--- config.mk ---
export PLATFORM = sky130hd
export DESIGN_NAME = led_matrix_row_scanner_flat
export DESIGN_NICKNAME = d
export VERILOG_FILES = /design/src/hw/rtl/lmrs_pkg.sv /design/src/hw/rtl/lmrs_in_if.sv /design/src/hw/rtl/lmrs_out_if.sv /design/src/hw/rtl/lmrs_ctrl.sv /design/src/hw/rtl/lmrs_dp.sv /design/src/hw/rtl/led_matrix_row_scanner.sv /design/src/flat_wrapper.sv
export SDC_FILE = /design/constraint.sdc
export NUM_CORES = 1
export LEC_CHECK = 0
export BUFFER_PORTS_ARGS = -buffer_cell sky130_fd_sc_hd__buf_4
export CELL_PAD_IN_SITES_DETAIL_PLACEMENT = 0
export CELL_PAD_IN_SITES_GLOBAL_PLACEMENT = 1
export CORE_UTILIZATION = 45
export DETAILED_ROUTE_END_ITERATION = 10
export PLACE_DENSITY = 0.8
export SKIP_LAST_GASP = 1
export SYNTH_ARGS = -nofsm -noshare
export SYNTH_HDL_FRONTEND = slang
export SYNTH_HIERARCHICAL = 1
export SYNTH_SLANG_ARGS = --single-unit
--- constraint.sdc ---
create_clock -name clk_i -period 3.34 [get_ports clk_i]
set_input_delay 0 -clock clk_i [delete_from_list [all_inputs] [get_ports clk_i]]
set_output_delay 0 -clock clk_i [all_outputs]
set_load 0.01 [all_outputs]
--- src/hw/rtl/lmrs_pkg.sv ---
// lmrs_pkg: shared constants, request/mode codes and the controller/datapath
// command and status structs of the LED matrix row scanner.
// No dependencies.
package lmrs_pkg;

  localparam int ROW_COUNT   = 10;
  localparam int COL_COUNT   = 6;
  localparam int ROW_W       = 4;
  localparam int COL_W       = 3;
  localparam int ROW_FIELD_W = 10;                 // row select bits, 0x03FF
  localparam int WORD_W      = 16;
  localparam int BIT_W       = 4;
  localparam int VALUE_W     = 8;
  localparam int DWELL_W     = 16;
  localparam int PADDR_W     = 2;
  localparam int PDATA_W     = 32;

  localparam logic [BIT_W-1:0]   TOP_BIT      = BIT_W'(WORD_W - 1);
  localparam logic [VALUE_W-1:0] ON_THRESHOLD = 8'h30;   // ASCII '0'
  localparam logic [DWELL_W-1:0] DWELL_RESET  = 16'd500;
  localparam logic [PADDR_W-1:0] REG_DWELL_ADDR = 2'd0;

  typedef enum logic [1:0] {
    REQ_WRITE = 2'd0,
    REQ_START = 2'd1,
    REQ_TICK  = 2'd2
  } req_e;

  typedef enum logic [2:0] {
    MODE_IDLE    = 3'd0,
    MODE_LOAD    = 3'd1,
    MODE_SHIFT   = 3'd2,
    MODE_PULSE   = 3'd3,
    MODE_ENABLE  = 3'd4,
    MODE_DISPLAY = 3'd5
  } scan_mode_e;

  typedef struct packed {
    logic             out_load;
    logic             write_px;
    logic             row_clr;
    logic             row_inc;
    logic             load_word;
    logic             set_data;
    logic [BIT_W-1:0] bit_idx;
    logic             clk_lo;
    logic             clk_hi;
    logic             blank_hi;
    logic             blank_lo;
    logic             dwell_clr;
    logic             dwell_inc;
    logic             idle_next;
  } cmd_t;

  typedef struct packed {
    logic       accept;
    logic [1:0] req;
    logic       dwell_done;
    logic       last_row;
  } stat_t;

endpackage

--- src/hw/rtl/lmrs_in_if.sv ---
// lmrs_in_if: request channel (valid/ready plus request payload).
// Depends on lmrs_pkg.
interface lmrs_in_if;
  import lmrs_pkg::*;

  logic               valid;
  logic               ready;
  logic [1:0]         req_type;
  logic [ROW_W-1:0]   pixel_row;
  logic [COL_W-1:0]   pixel_col;
  logic [VALUE_W-1:0] pixel_value;

  modport source (output valid, req_type, pixel_row, pixel_col, pixel_value,
                  input ready);
  modport sink (input valid, req_type, pixel_row, pixel_col, pixel_value,
                output ready);
endinterface

--- src/hw/rtl/lmrs_out_if.sv ---
// lmrs_out_if: result channel (valid/ready plus pin levels and scan status).
// Depends on lmrs_pkg.
interface lmrs_out_if;
  import lmrs_pkg::*;

  logic             valid;
  logic             ready;
  logic             serial_data;
  logic             serial_clock;
  logic             output_blank;
  logic             ready_res;
  logic [ROW_W-1:0] active_row;

  modport source (output valid, serial_data, serial_clock, output_blank,
                  ready_res, active_row, input ready);
  modport sink (input valid, serial_data, serial_clock, output_blank,
                ready_res, active_row, output ready);
endinterface

--- src/hw/rtl/lmrs_ctrl.sv ---
// lmrs_ctrl: scan state machine, shift bit counter and clock phase.
// Depends on lmrs_pkg; drives the datapath through cmd_t, reads stat_t.
module lmrs_ctrl (
  input  logic           clk_i,
  input  logic           rst_ni,
  input  lmrs_pkg::stat_t stat_i,
  output lmrs_pkg::cmd_t  cmd_o
);
  import lmrs_pkg::*;

  scan_mode_e       state_q, state_d;
  logic [BIT_W-1:0] bit_q, bit_d;
  logic             phase_q, phase_d;
  req_e             req;

  assign req = req_e'(stat_i.req);

  always_ff @(posedge clk_i or negedge rst_ni) begin
    if (!rst_ni) begin
      state_q <= MODE_IDLE;
      bit_q   <= '0;
      phase_q <= 1'b0;
    end else begin
      state_q <= state_d;
      bit_q   <= bit_d;
      phase_q <= phase_d;
    end
  end

  // next state
  always_comb begin
    state_d = state_q;
    if (stat_i.accept) begin
      unique case (req)
        REQ_START: state_d = MODE_LOAD;
        REQ_TICK: begin
          unique case (state_q)
            MODE_LOAD:   state_d = MODE_SHIFT;
            MODE_SHIFT: begin
              if (phase_q && (bit_q == '0)) state_d = MODE_PULSE;
            end
            MODE_PULSE: begin
              if (phase_q) state_d = MODE_ENABLE;
            end
            MODE_ENABLE: state_d = MODE_DISPLAY;
            MODE_DISPLAY: begin
              if (stat_i.dwell_done) begin
                state_d = stat_i.last_row ? MODE_IDLE : MODE_LOAD;
              end
            end
            MODE_IDLE:   state_d = MODE_IDLE;
            default:     state_d = MODE_IDLE;
          endcase
        end
        default: state_d = state_q;   // pixel write or unused code
      endcase
    end
  end

  // commands, bit counter, clock phase
  always_comb begin
    cmd_o          = '0;
    cmd_o.bit_idx  = bit_q;
    bit_d          = bit_q;
    phase_d        = phase_q;
    if (stat_i.accept) begin
      cmd_o.out_load = 1'b1;
      unique case (req)
        REQ_WRITE: cmd_o.write_px = 1'b1;
        REQ_START: begin
          cmd_o.row_clr   = 1'b1;
          cmd_o.dwell_clr = 1'b1;
          bit_d           = '0;
          phase_d         = 1'b0;
        end
        REQ_TICK: begin
          unique case (state_q)
            MODE_LOAD: begin
              cmd_o.load_word = 1'b1;
              cmd_o.blank_hi  = 1'b1;
              bit_d           = TOP_BIT;
              phase_d         = 1'b0;
            end
            MODE_SHIFT: begin
              if (!phase_q) begin
                cmd_o.clk_lo   = 1'b1;
                cmd_o.set_data = 1'b1;
                phase_d        = 1'b1;
              end else begin
                cmd_o.clk_hi = 1'b1;
                phase_d      = 1'b0;
                if (bit_q != '0) bit_d = bit_q - 1'b1;
              end
            end
            MODE_PULSE: begin
              if (!phase_q) begin
                cmd_o.clk_lo = 1'b1;
                phase_d      = 1'b1;
              end else begin
                cmd_o.clk_hi = 1'b1;
                phase_d      = 1'b0;
              end
            end
            MODE_ENABLE: begin
              cmd_o.blank_lo  = 1'b1;
              cmd_o.dwell_clr = 1'b1;
            end
            MODE_DISPLAY: begin
              if (stat_i.dwell_done) begin
                cmd_o.dwell_clr = 1'b1;
                cmd_o.row_inc   = !stat_i.last_row;
              end else begin
                cmd_o.dwell_inc = 1'b1;
              end
            end
            default: ;   // idle: tick changes nothing
          endcase
        end
        default: ;       // unused code: report current levels
      endcase
    end
    cmd_o.idle_next = (state_d == MODE_IDLE);
  end

endmodule

--- src/hw/rtl/lmrs_dp.sv ---
// lmrs_dp: frame store, shift word, row and dwell counters, pin levels,
// dwell register with its APB port, and the result register.
// Depends on lmrs_pkg, lmrs_in_if, lmrs_out_if.
module lmrs_dp (
  input  logic                      clk_i,
  input  logic                      rst_ni,
  lmrs_in_if.sink                   in_if,
  lmrs_out_if.source                out_if,
  input  lmrs_pkg::cmd_t            cmd_i,
  output lmrs_pkg::stat_t           stat_o,
  input  logic                      psel,
  input  logic                      penable,
  input  logic                      pwrite,
  input  logic [lmrs_pkg::PADDR_W-1:0] paddr,
  input  logic [lmrs_pkg::PDATA_W-1:0] pwdata,
  output logic [lmrs_pkg::PDATA_W-1:0] prdata,
  output logic                      pready
);
  import lmrs_pkg::*;

  logic [COL_COUNT-1:0] frame_q [ROW_COUNT];   // column c at bit COL_COUNT-1-c
  logic [WORD_W-1:0]    word_q, word_d;
  logic [ROW_W-1:0]     row_q, row_d;
  logic [DWELL_W-1:0]   dwell_q, dwell_d;
  logic [DWELL_W-1:0]   dwell_ticks_q;
  logic                 data_q, data_d;
  logic                 clk_q, clk_d;
  logic                 blank_q, blank_d;
  logic                 out_valid_q;
  logic                 accept;
  logic                 px_ok;
  logic                 px_on;
  logic [COL_W-1:0]     col_bit;

  // handshake: take a request whenever the result register is free or drains
  assign in_if.ready = !out_valid_q || out_if.ready;
  assign accept      = in_if.valid && in_if.ready;

  assign stat_o.accept     = accept;
  assign stat_o.req        = in_if.req_type;
  assign stat_o.dwell_done = (dwell_q >= dwell_ticks_q);
  assign stat_o.last_row   = (row_q == ROW_W'(ROW_COUNT - 1));

  // APB
  assign pready = 1'b1;
  assign prdata = (paddr == REG_DWELL_ADDR) ? PDATA_W'(dwell_ticks_q) : '0;

  always_ff @(posedge clk_i or negedge rst_ni) begin
    if (!rst_ni) begin
      dwell_ticks_q <= DWELL_RESET;
    end else if (psel && penable && pwrite && (paddr == REG_DWELL_ADDR)) begin
      dwell_ticks_q <= pwdata[DWELL_W-1:0];
    end
  end

  // pixel write
  assign px_ok   = (in_if.pixel_row < ROW_W'(ROW_COUNT)) &&
                   (in_if.pixel_col < COL_W'(COL_COUNT));
  assign px_on   = (in_if.pixel_value > ON_THRESHOLD);
  assign col_bit = COL_W'(COL_COUNT - 1) - in_if.pixel_col;

  always_ff @(posedge clk_i or negedge rst_ni) begin
    if (!rst_ni) begin
      for (int r = 0; r < ROW_COUNT; r++) frame_q[r] <= '0;
    end else if (cmd_i.write_px && px_ok) begin
      frame_q[in_if.pixel_row][col_bit] <= px_on;
    end
  end

  // shift word: columns above the active-low row select
  always_comb begin
    word_d = word_q;
    if (cmd_i.load_word) begin
      word_d = '0;
      word_d[ROW_FIELD_W +: COL_COUNT] = frame_q[row_q];
      for (int i = 0; i < ROW_FIELD_W; i++) begin
        word_d[i] = (row_q != ROW_W'(i));
      end
    end
  end

  always_comb begin
    row_d = row_q;
    if (cmd_i.row_clr)      row_d = '0;
    else if (cmd_i.row_inc) row_d = row_q + 1'b1;
  end

  always_comb begin
    dwell_d = dwell_q;
    if (cmd_i.dwell_clr)      dwell_d = '0;
    else if (cmd_i.dwell_inc) dwell_d = dwell_q + 1'b1;
  end

  always_comb begin
    data_d  = cmd_i.set_data ? word_q[cmd_i.bit_idx] : data_q;
    clk_d   = clk_q;
    if (cmd_i.clk_lo)      clk_d = 1'b0;
    else if (cmd_i.clk_hi) clk_d = 1'b1;
    blank_d = blank_q;
    if (cmd_i.blank_hi)      blank_d = 1'b1;
    else if (cmd_i.blank_lo) blank_d = 1'b0;
  end

  always_ff @(posedge clk_i or negedge rst_ni) begin
    if (!rst_ni) begin
      word_q  <= '0;
      row_q   <= '0;
      dwell_q <= '0;
      data_q  <= 1'b0;
      clk_q   <= 1'b0;
      blank_q <= 1'b1;
    end else begin
      word_q  <= word_d;
      row_q   <= row_d;
      dwell_q <= dwell_d;
      data_q  <= data_d;
      clk_q   <= clk_d;
      blank_q <= blank_d;
    end
  end

  // result register
  always_ff @(posedge clk_i or negedge rst_ni) begin
    if (!rst_ni) begin
      out_valid_q <= 1'b0;
    end else if (accept) begin
      out_valid_q <= 1'b1;
    end else if (out_if.ready) begin
      out_valid_q <= 1'b0;
    end
  end

  always_ff @(posedge clk_i) begin
    if (cmd_i.out_load) begin
      out_if.serial_data  <= data_d;
      out_if.serial_clock <= clk_d;
      out_if.output_blank <= blank_d;
      out_if.ready_res    <= cmd_i.idle_next;
      out_if.active_row   <= row_d;
    end
  end

  assign out_if.valid = out_valid_q;

endmodule

--- src/hw/rtl/led_matrix_row_scanner.sv ---
// led_matrix_row_scanner: top level of the 10x6 LED matrix row scanner.
// Depends on lmrs_pkg, lmrs_in_if, lmrs_out_if, lmrs_ctrl, lmrs_dp.
//
//  channel   dir  kind        payload
//  in_if     in   valid/rdy   req_type, pixel_row, pixel_col, pixel_value
//  out_if    out  valid/rdy   serial_data, serial_clock, output_blank,
//                             ready_res, active_row
//  apb       in   APB rd/wr   dwell_ticks at byte address 0
//
// One request per clock unless out_if stalls: every request is a single
// state update and its result is captured in the result register in the
// same cycle. The result register sets the rate; a request is taken
// whenever it is empty or being drained in the same cycle. Reset (rst_ni,
// async, low) clears the frame, puts the scanner idle with blank high and
// loads dwell_ticks with 500. A stalled out_if holds in_if off.
module led_matrix_row_scanner (
  input  logic                         clk_i,
  input  logic                         rst_ni,
  lmrs_in_if.sink                      in_if,
  lmrs_out_if.source                   out_if,
  input  logic                         psel,
  input  logic                         penable,
  input  logic                         pwrite,
  input  logic [lmrs_pkg::PADDR_W-1:0] paddr,
  input  logic [lmrs_pkg::PDATA_W-1:0] pwdata,
  output logic [lmrs_pkg::PDATA_W-1:0] prdata,
  output logic                         pready
);
  import lmrs_pkg::*;

  cmd_t  cmd;    // controller -> datapath
  stat_t stat;   // datapath -> controller

  // scan sequencing: load, 16 two-tick bit transfers, extra pulse,
  // enable, then dwell before the next row
  lmrs_ctrl u_ctrl (
    .clk_i  (clk_i),
    .rst_ni (rst_ni),
    .stat_i (stat),
    .cmd_o  (cmd)
  );

  // storage, counters, pin levels, config register and result register
  lmrs_dp u_dp (
    .clk_i   (clk_i),
    .rst_ni  (rst_ni),
    .in_if   (in_if),
    .out_if  (out_if),
    .cmd_i   (cmd),
    .stat_o  (stat),
    .psel    (psel),
    .penable (penable),
    .pwrite  (pwrite),
    .paddr   (paddr),
    .pwdata  (pwdata),
    .prdata  (prdata),
    .pready  (pready)
  );

endmodule
--- src/flat_wrapper.sv ---
// flat-port wrapper written by rule: the top's interface ports become plain ports
module led_matrix_row_scanner_flat import lmrs_pkg::*;
  (clk_i, rst_ni, psel, penable, pwrite, paddr, pwdata, prdata, pready, in_if_valid, in_if_req_type, in_if_pixel_row, in_if_pixel_col, in_if_pixel_value, in_if_ready, out_if_valid, out_if_serial_data, out_if_serial_clock, out_if_output_blank, out_if_ready_res, out_if_active_row, out_if_ready);
  lmrs_in_if in_if_i ();
  lmrs_out_if out_if_i ();
  input  logic clk_i;
  input  logic rst_ni;
  input  logic psel;
  input  logic penable;
  input  logic pwrite;
  input  logic [lmrs_pkg::PADDR_W-1:0] paddr;
  input  logic [lmrs_pkg::PDATA_W-1:0] pwdata;
  output logic [lmrs_pkg::PDATA_W-1:0] prdata;
  output logic pready;
  input wire logic [$bits(in_if_i.valid)-1:0] in_if_valid;
  input wire logic [$bits(in_if_i.req_type)-1:0] in_if_req_type;
  input wire logic [$bits(in_if_i.pixel_row)-1:0] in_if_pixel_row;
  input wire logic [$bits(in_if_i.pixel_col)-1:0] in_if_pixel_col;
  input wire logic [$bits(in_if_i.pixel_value)-1:0] in_if_pixel_value;
  output wire logic [$bits(in_if_i.ready)-1:0] in_if_ready;
  output wire logic [$bits(out_if_i.valid)-1:0] out_if_valid;
  output wire logic [$bits(out_if_i.serial_data)-1:0] out_if_serial_data;
  output wire logic [$bits(out_if_i.serial_clock)-1:0] out_if_serial_clock;
  output wire logic [$bits(out_if_i.output_blank)-1:0] out_if_output_blank;
  output wire logic [$bits(out_if_i.ready_res)-1:0] out_if_ready_res;
  output wire logic [$bits(out_if_i.active_row)-1:0] out_if_active_row;
  input wire logic [$bits(out_if_i.ready)-1:0] out_if_ready;
  assign in_if_i.valid = in_if_valid;
  assign in_if_i.req_type = in_if_req_type;
  assign in_if_i.pixel_row = in_if_pixel_row;
  assign in_if_i.pixel_col = in_if_pixel_col;
  assign in_if_i.pixel_value = in_if_pixel_value;
  assign in_if_ready = in_if_i.ready;
  assign out_if_valid = out_if_i.valid;
  assign out_if_serial_data = out_if_i.serial_data;
  assign out_if_serial_clock = out_if_i.serial_clock;
  assign out_if_output_blank = out_if_i.output_blank;
  assign out_if_ready_res = out_if_i.ready_res;
  assign out_if_active_row = out_if_i.active_row;
  assign out_if_i.ready = out_if_ready;
  led_matrix_row_scanner u_core (.clk_i(clk_i), .rst_ni(rst_ni), .in_if(in_if_i), .out_if(out_if_i), .psel(psel), .penable(penable), .pwrite(pwrite), .paddr(paddr), .pwdata(pwdata), .prdata(prdata), .pready(pready));
endmodule
* After elaboration in Yosys (flattened, before gate mapping)
Index checks and enable logic that the tools add are counted.
Word-level totals: register bits after elaboration 132, bits of input ports 58, output and inout port bits 43
Cells by class: $add $sub $neg 4, order comparisons 10, equal/unequal tests 21, muxes and demuxes 55, bitwise gates (word level) 2, reduce and logical (&&, ||, !) cells 24
Operators with widths (count):
- $bwmux 60 | 1
- $mux 16 | 3
- $mux 6 | 5
- $bmux 6 s4 | 1
- $demux 6 s4 | 1
- $mux 1 | 23
- $mux 4 | 5
- $add 16x1->16 const B | 1
- $ge 16x16->1 | 1
- $ne 4x3->1 const B | 4
- $pmux 4 s2 | 2
- $mux 3 | 5
- $pmux 3 s5 | 1
- $ge 5x5->1 const B | 2
- $not 4->5 | 2
- $logic_and 1x1->1 | 9
- $gt 8x6->1 const B | 1
- $ne 4x2->1 const B | 2
- $ne 4x4->1 const B | 2
- $pmux 1 s2 | 4
- $reduce_bool 4->1 | 2
- $eq 3x2->1 const B | 2
- $eq 3x3->1 const B | 2
- $ne 3x3->1 const B | 2
- 29 further kinds | 33

* Longest topological paths before layout
depth in word-level cells 8, gate-level depth with buffers 16, depth with buffers taken out 15

* Cells and area by module
The synthesis kept the hierarchy.
By module, submodules not included:
- lmrs_dp | instances 1, cells each 584, area each 6374.9 um2, seq. area each 3151.8 um2
- lmrs_ctrl | instances 1, cells each 100, area each 783.3 um2, seq. area each 200.2 um2

* Least setup slack after synthesis
OpenSTA, ideal clock, no wires.
path type register to register, start register u_core.u_dp.dwell_q[0], end register u_core.u_dp.dwell_q[9], library setup time 0.132 ns, arrival 2.941 ns, data required time 3.208 ns, setup slack 0.267 ns, stages on the path, launching flop included 16, path buffers 1, clock period less this slack 3.073 ns, cell sequence dfrtp_1 > inv_1 > ha_1 > nand2b_1 > a2111oi_0 > nor4_1 > nor4_1 > o21ai_0 > nand2b_1 > nor2_1 > clkbuf_1 > nor2_1 > nor3_1 > nand3_1 > xor2_1 > nor2_1
RTL lines:
- from (decl) | line lmrs_dp.sv:24 | logic [DWELL_W-1:0] dwell_q, dwell_d;
- from (signal assigned) | line lmrs_dp.sv:115 | dwell_q <= dwell_d;

==> metrics.yaml <==
status: "completed"
antenna_found_initial: 0
holdWs_ps: 163
synth_area_sq_um: 7160
cts.htree.levels: 4
skew_ps: 7.57
grt_util_met2_pct: 34.8
async_reset_ff_share_pct: 93.9
die_h_um: 128
worst_pin_slew_ps: 903
grt_pass1_wl_mm: 25.5
cts.clk_slew.worst_paths_ps: 60
vias: 5154
busiest_layer: "met2"
grt_remaining_overflow: 0
place_inst: 932
slew_violations: 0
report.final.setup_viol: 0
nNetsFinal: 846
io_buffers: 67
synth_top_area_share_pct: 40.9
grt_util_met1_pct: 24.7
reg2reg_from: "u_core/u_dp/dwell_ticks_q[0]$_DFFE_PN0P_"
hpwl_mm: 10.6
crit_path_end_kind: "register"
vdd_ir_drop_max_mv: 0.345
dr.pass1.iters: 4
cp_max_fo: 6
grt_pass1_vias: 5226
grt_setup_unrepaired: "false"
critPathLaunchType: "register"
synth_seq_area_share_pct: 46.8
worst_ep_arrival_time_ps: 3310
ios: 101
cts_buffers: 17
clkSinkCount: 132
hold_violations: 0
syn_area_per_cell_sq_um: 10.5
critical_path_required_ps: 3680
post_drt_wl_per_cell_um: 15.5
grt_max_degree: 76
total_power_uw: 4690
ys_types: 57
hp-class: "in2async"
crit_path_start: "u_core/u_dp/dwell_ticks_q[0]$_DFFE_PN0P_"
ys.flop_type: "dfrtp_1"
ys_seq_elements: 132
max_cap_viol_count: 0
ys_warn_count: 6
grtUsageTotal_pct: 20.0
clk_latency_ps: 420
fin_setup_tns_ps: 0
antennaDiodeCount: 0
power_density_nw_per_um2: 542
drc: 0
globalRouteMet3Util_pct: 4.13
final.period_utilization_pct: 89.0
wl_mm: 15.3
rows: 45
leakagePower_uw: 0.00390
dieArea_sq_um: 16400
synthTopCellsByArea: "dfrtp_1, mux2_2, nor2_1, mux4_2, ha_1"
netlist_instances: 684
root_buffer: "clkbuf_16"
final_core_util_pct: 56.2
max_freq_ghz: 0.336
num-fill-cells: 1312
period_minus_slack_ps: 2970
postRouteAntennaNets: 0
via_per_inst: 5.24
finalWeightedCongestion: 0.812
coreArea_sq_um: 15400
area_delta_synth_final_pct: 20.7
drive_gt1_share_pct: 27.0
instances_no_fill: 984
synth.largest_area_cell: "dfrtp_1"
crit_type: "reg2reg"
relSlewSlack_pct: 39.8
drt_iter0_markers: 249
tritoncts: "done"
die-width_um: 128
max-clock-path-buffers: 2
start_util_pct: 46.6
synth_edf_count: 8
## power breakdown
group	leakage (uW)	switching, uW	internal [uW]
logic	0.00186	335	331
clock network	0.000323	663	1410
registers	0.00171	126	1820
## critical path, stage by stage (launching register included)
cell and delay [ps]:
dfrtp_1 400, ha_1 270, nand2b_1 160, a2111oi_2 370, nor4_1 90, nor4_1 300, o21ai_1 130, nand2b_1 180
nor2_1 180, buf_4 180, nand4_1 160, or3_1 350, a21oi_1 140
## registers in the layout, summed over array words and instances (netlist names), 3 cells and up
name and cells:
u_core/u_ctrl/bit_q 4, u_core/u_ctrl/state_q 3, u_core/u_dp/dwell_q 16, u_core/u_dp/dwell_ticks_q 16, u_core/u_dp/frame_q 60, u_core/u_dp/out_if.active_row 4, u_core/u_dp/row_q 4, u_core/u_dp/word_q 16
## metrics by stage
stage / instance area (sq um) / setup slack (ps)
6_report: 8640 / 368
5_1_grt: 8640 / 80.4
4_1_cts: 8620 / 73.7
3_5_place_dp: 7770 / 77.0
3_3_place_gp: 7770 / 174
2_1_floorplan: 7210 / 267
## placed cells by master, fill, tap and decap left out, types with 8 or more instances in the layout
master,Yosys,layout
dfrtp_1,117,117
nor2_1,109,107
buf_4,22,78
mux2_2,65,65
nand2_1,44,44
inv_1,33,33
ha_1,28,28
nand3_1,23,23
dlygate4sd3_1,0,19
nor3_1,21,19
clkbuf_16,0,17
o21ai_0,18,17
conb_1,2,17
mux4_2,16,16
a31oi_1,13,13
xor2_1,13,13
a21oi_1,12,12
nand4_1,12,12
mux2i_1,11,11
nor2b_1,8,8
nand2b_1,8,8
edfxtp_1,8,8
## synthesized netlist by cell type, drive strengths merged, types with 4 or more instances
master    n
a21o      4
a21oi    13
a31oi    13
and2      8
buf      30
clkbuf   26
dfrtp   117
dfstp     7
edfxtp    8
ha       28
inv      33
mux2     67
mux2i    11
mux4     16
nand2    44
nand2b    8
nand3    23
nand4    12
nor2    109
nor2b     8
nor3     21
o21ai    22
o221ai    6
xnor2     4
xor2     13
## routing by layer
layer  vias up  part of all wire [%]
li1       2497                     -
met2        97                    51
met3        13                   2.8
met4         0                   1.1
met5         -                     0
met1      2547                    45
## area by class of cell
| type | count | area [sq um] | share of cell area (%) |
|---|---|---|---|
| repair buffers | 98 | 796 | 9.21 |
| clock inverters | 12 | 208 | 2.40 |
| clock buffers | 20 | 447 | 5.17 |
| flip-flops and latches | 132 | 3350 | 38.8 |
| multi-input cells | 478 | 3450 | 39.9 |
| well taps | 211 | 264 | 3.05 |
| inverters | 33 | 124 | 1.43 |
## logic make-up (layout without fill, tap and decap cells)
logic type | count (synthesis) | in the layout | synth area share [%]
and+or+nand+nor | 252 | 252 | 16.4
DFF | 132 | 132 | 46.8
muxes | 94 | 94 | 17.2
buffers and inverters | 89 | 163 | 6.03
AOI/OAI and AO/OA | 70 | 70 | 6.43
adders and majority gates | 28 | 28 | 4.89
xor gates and xnor gates | 17 | 17 | 2.08
other | 2 | 17 | 0.105
## what timing repair did
| item | CTS | global route |
|---|---|---|
| hold endpoints to repair | 60 | 0 |
| setup endpoints to repair | 0 | 9 |
| gates resized for setup | 0 | 6 |
| buffers inserted | 0 | 1 |
| hold buffers | 19 | 0 |
## worst paths after layout
check                           slack, ps  depth (start not counted)                                  end
worst min register to register        500                          1  u_core/u_dp/frame_q[23]$_DFFE_PN0P_
worst max register to register        370                         12   u_core/u_dp/dwell_q[6]$_DFFE_PN0P_
worst max-delay path                  370                         12   u_core/u_dp/dwell_q[6]$_DFFE_PN0P_
max in group asynchronous            2360                          3        u_core/u_dp/blank_q$_DFF_PN1_
min in group clk_i                    230                          4   u_core/u_ctrl/bit_q[2]$_DFFE_PN0P_
worst min-delay path                  160                          2    u_core/u_ctrl/phase_q$_DFFE_PN0P_
Power figures use the tool's default switching activity.
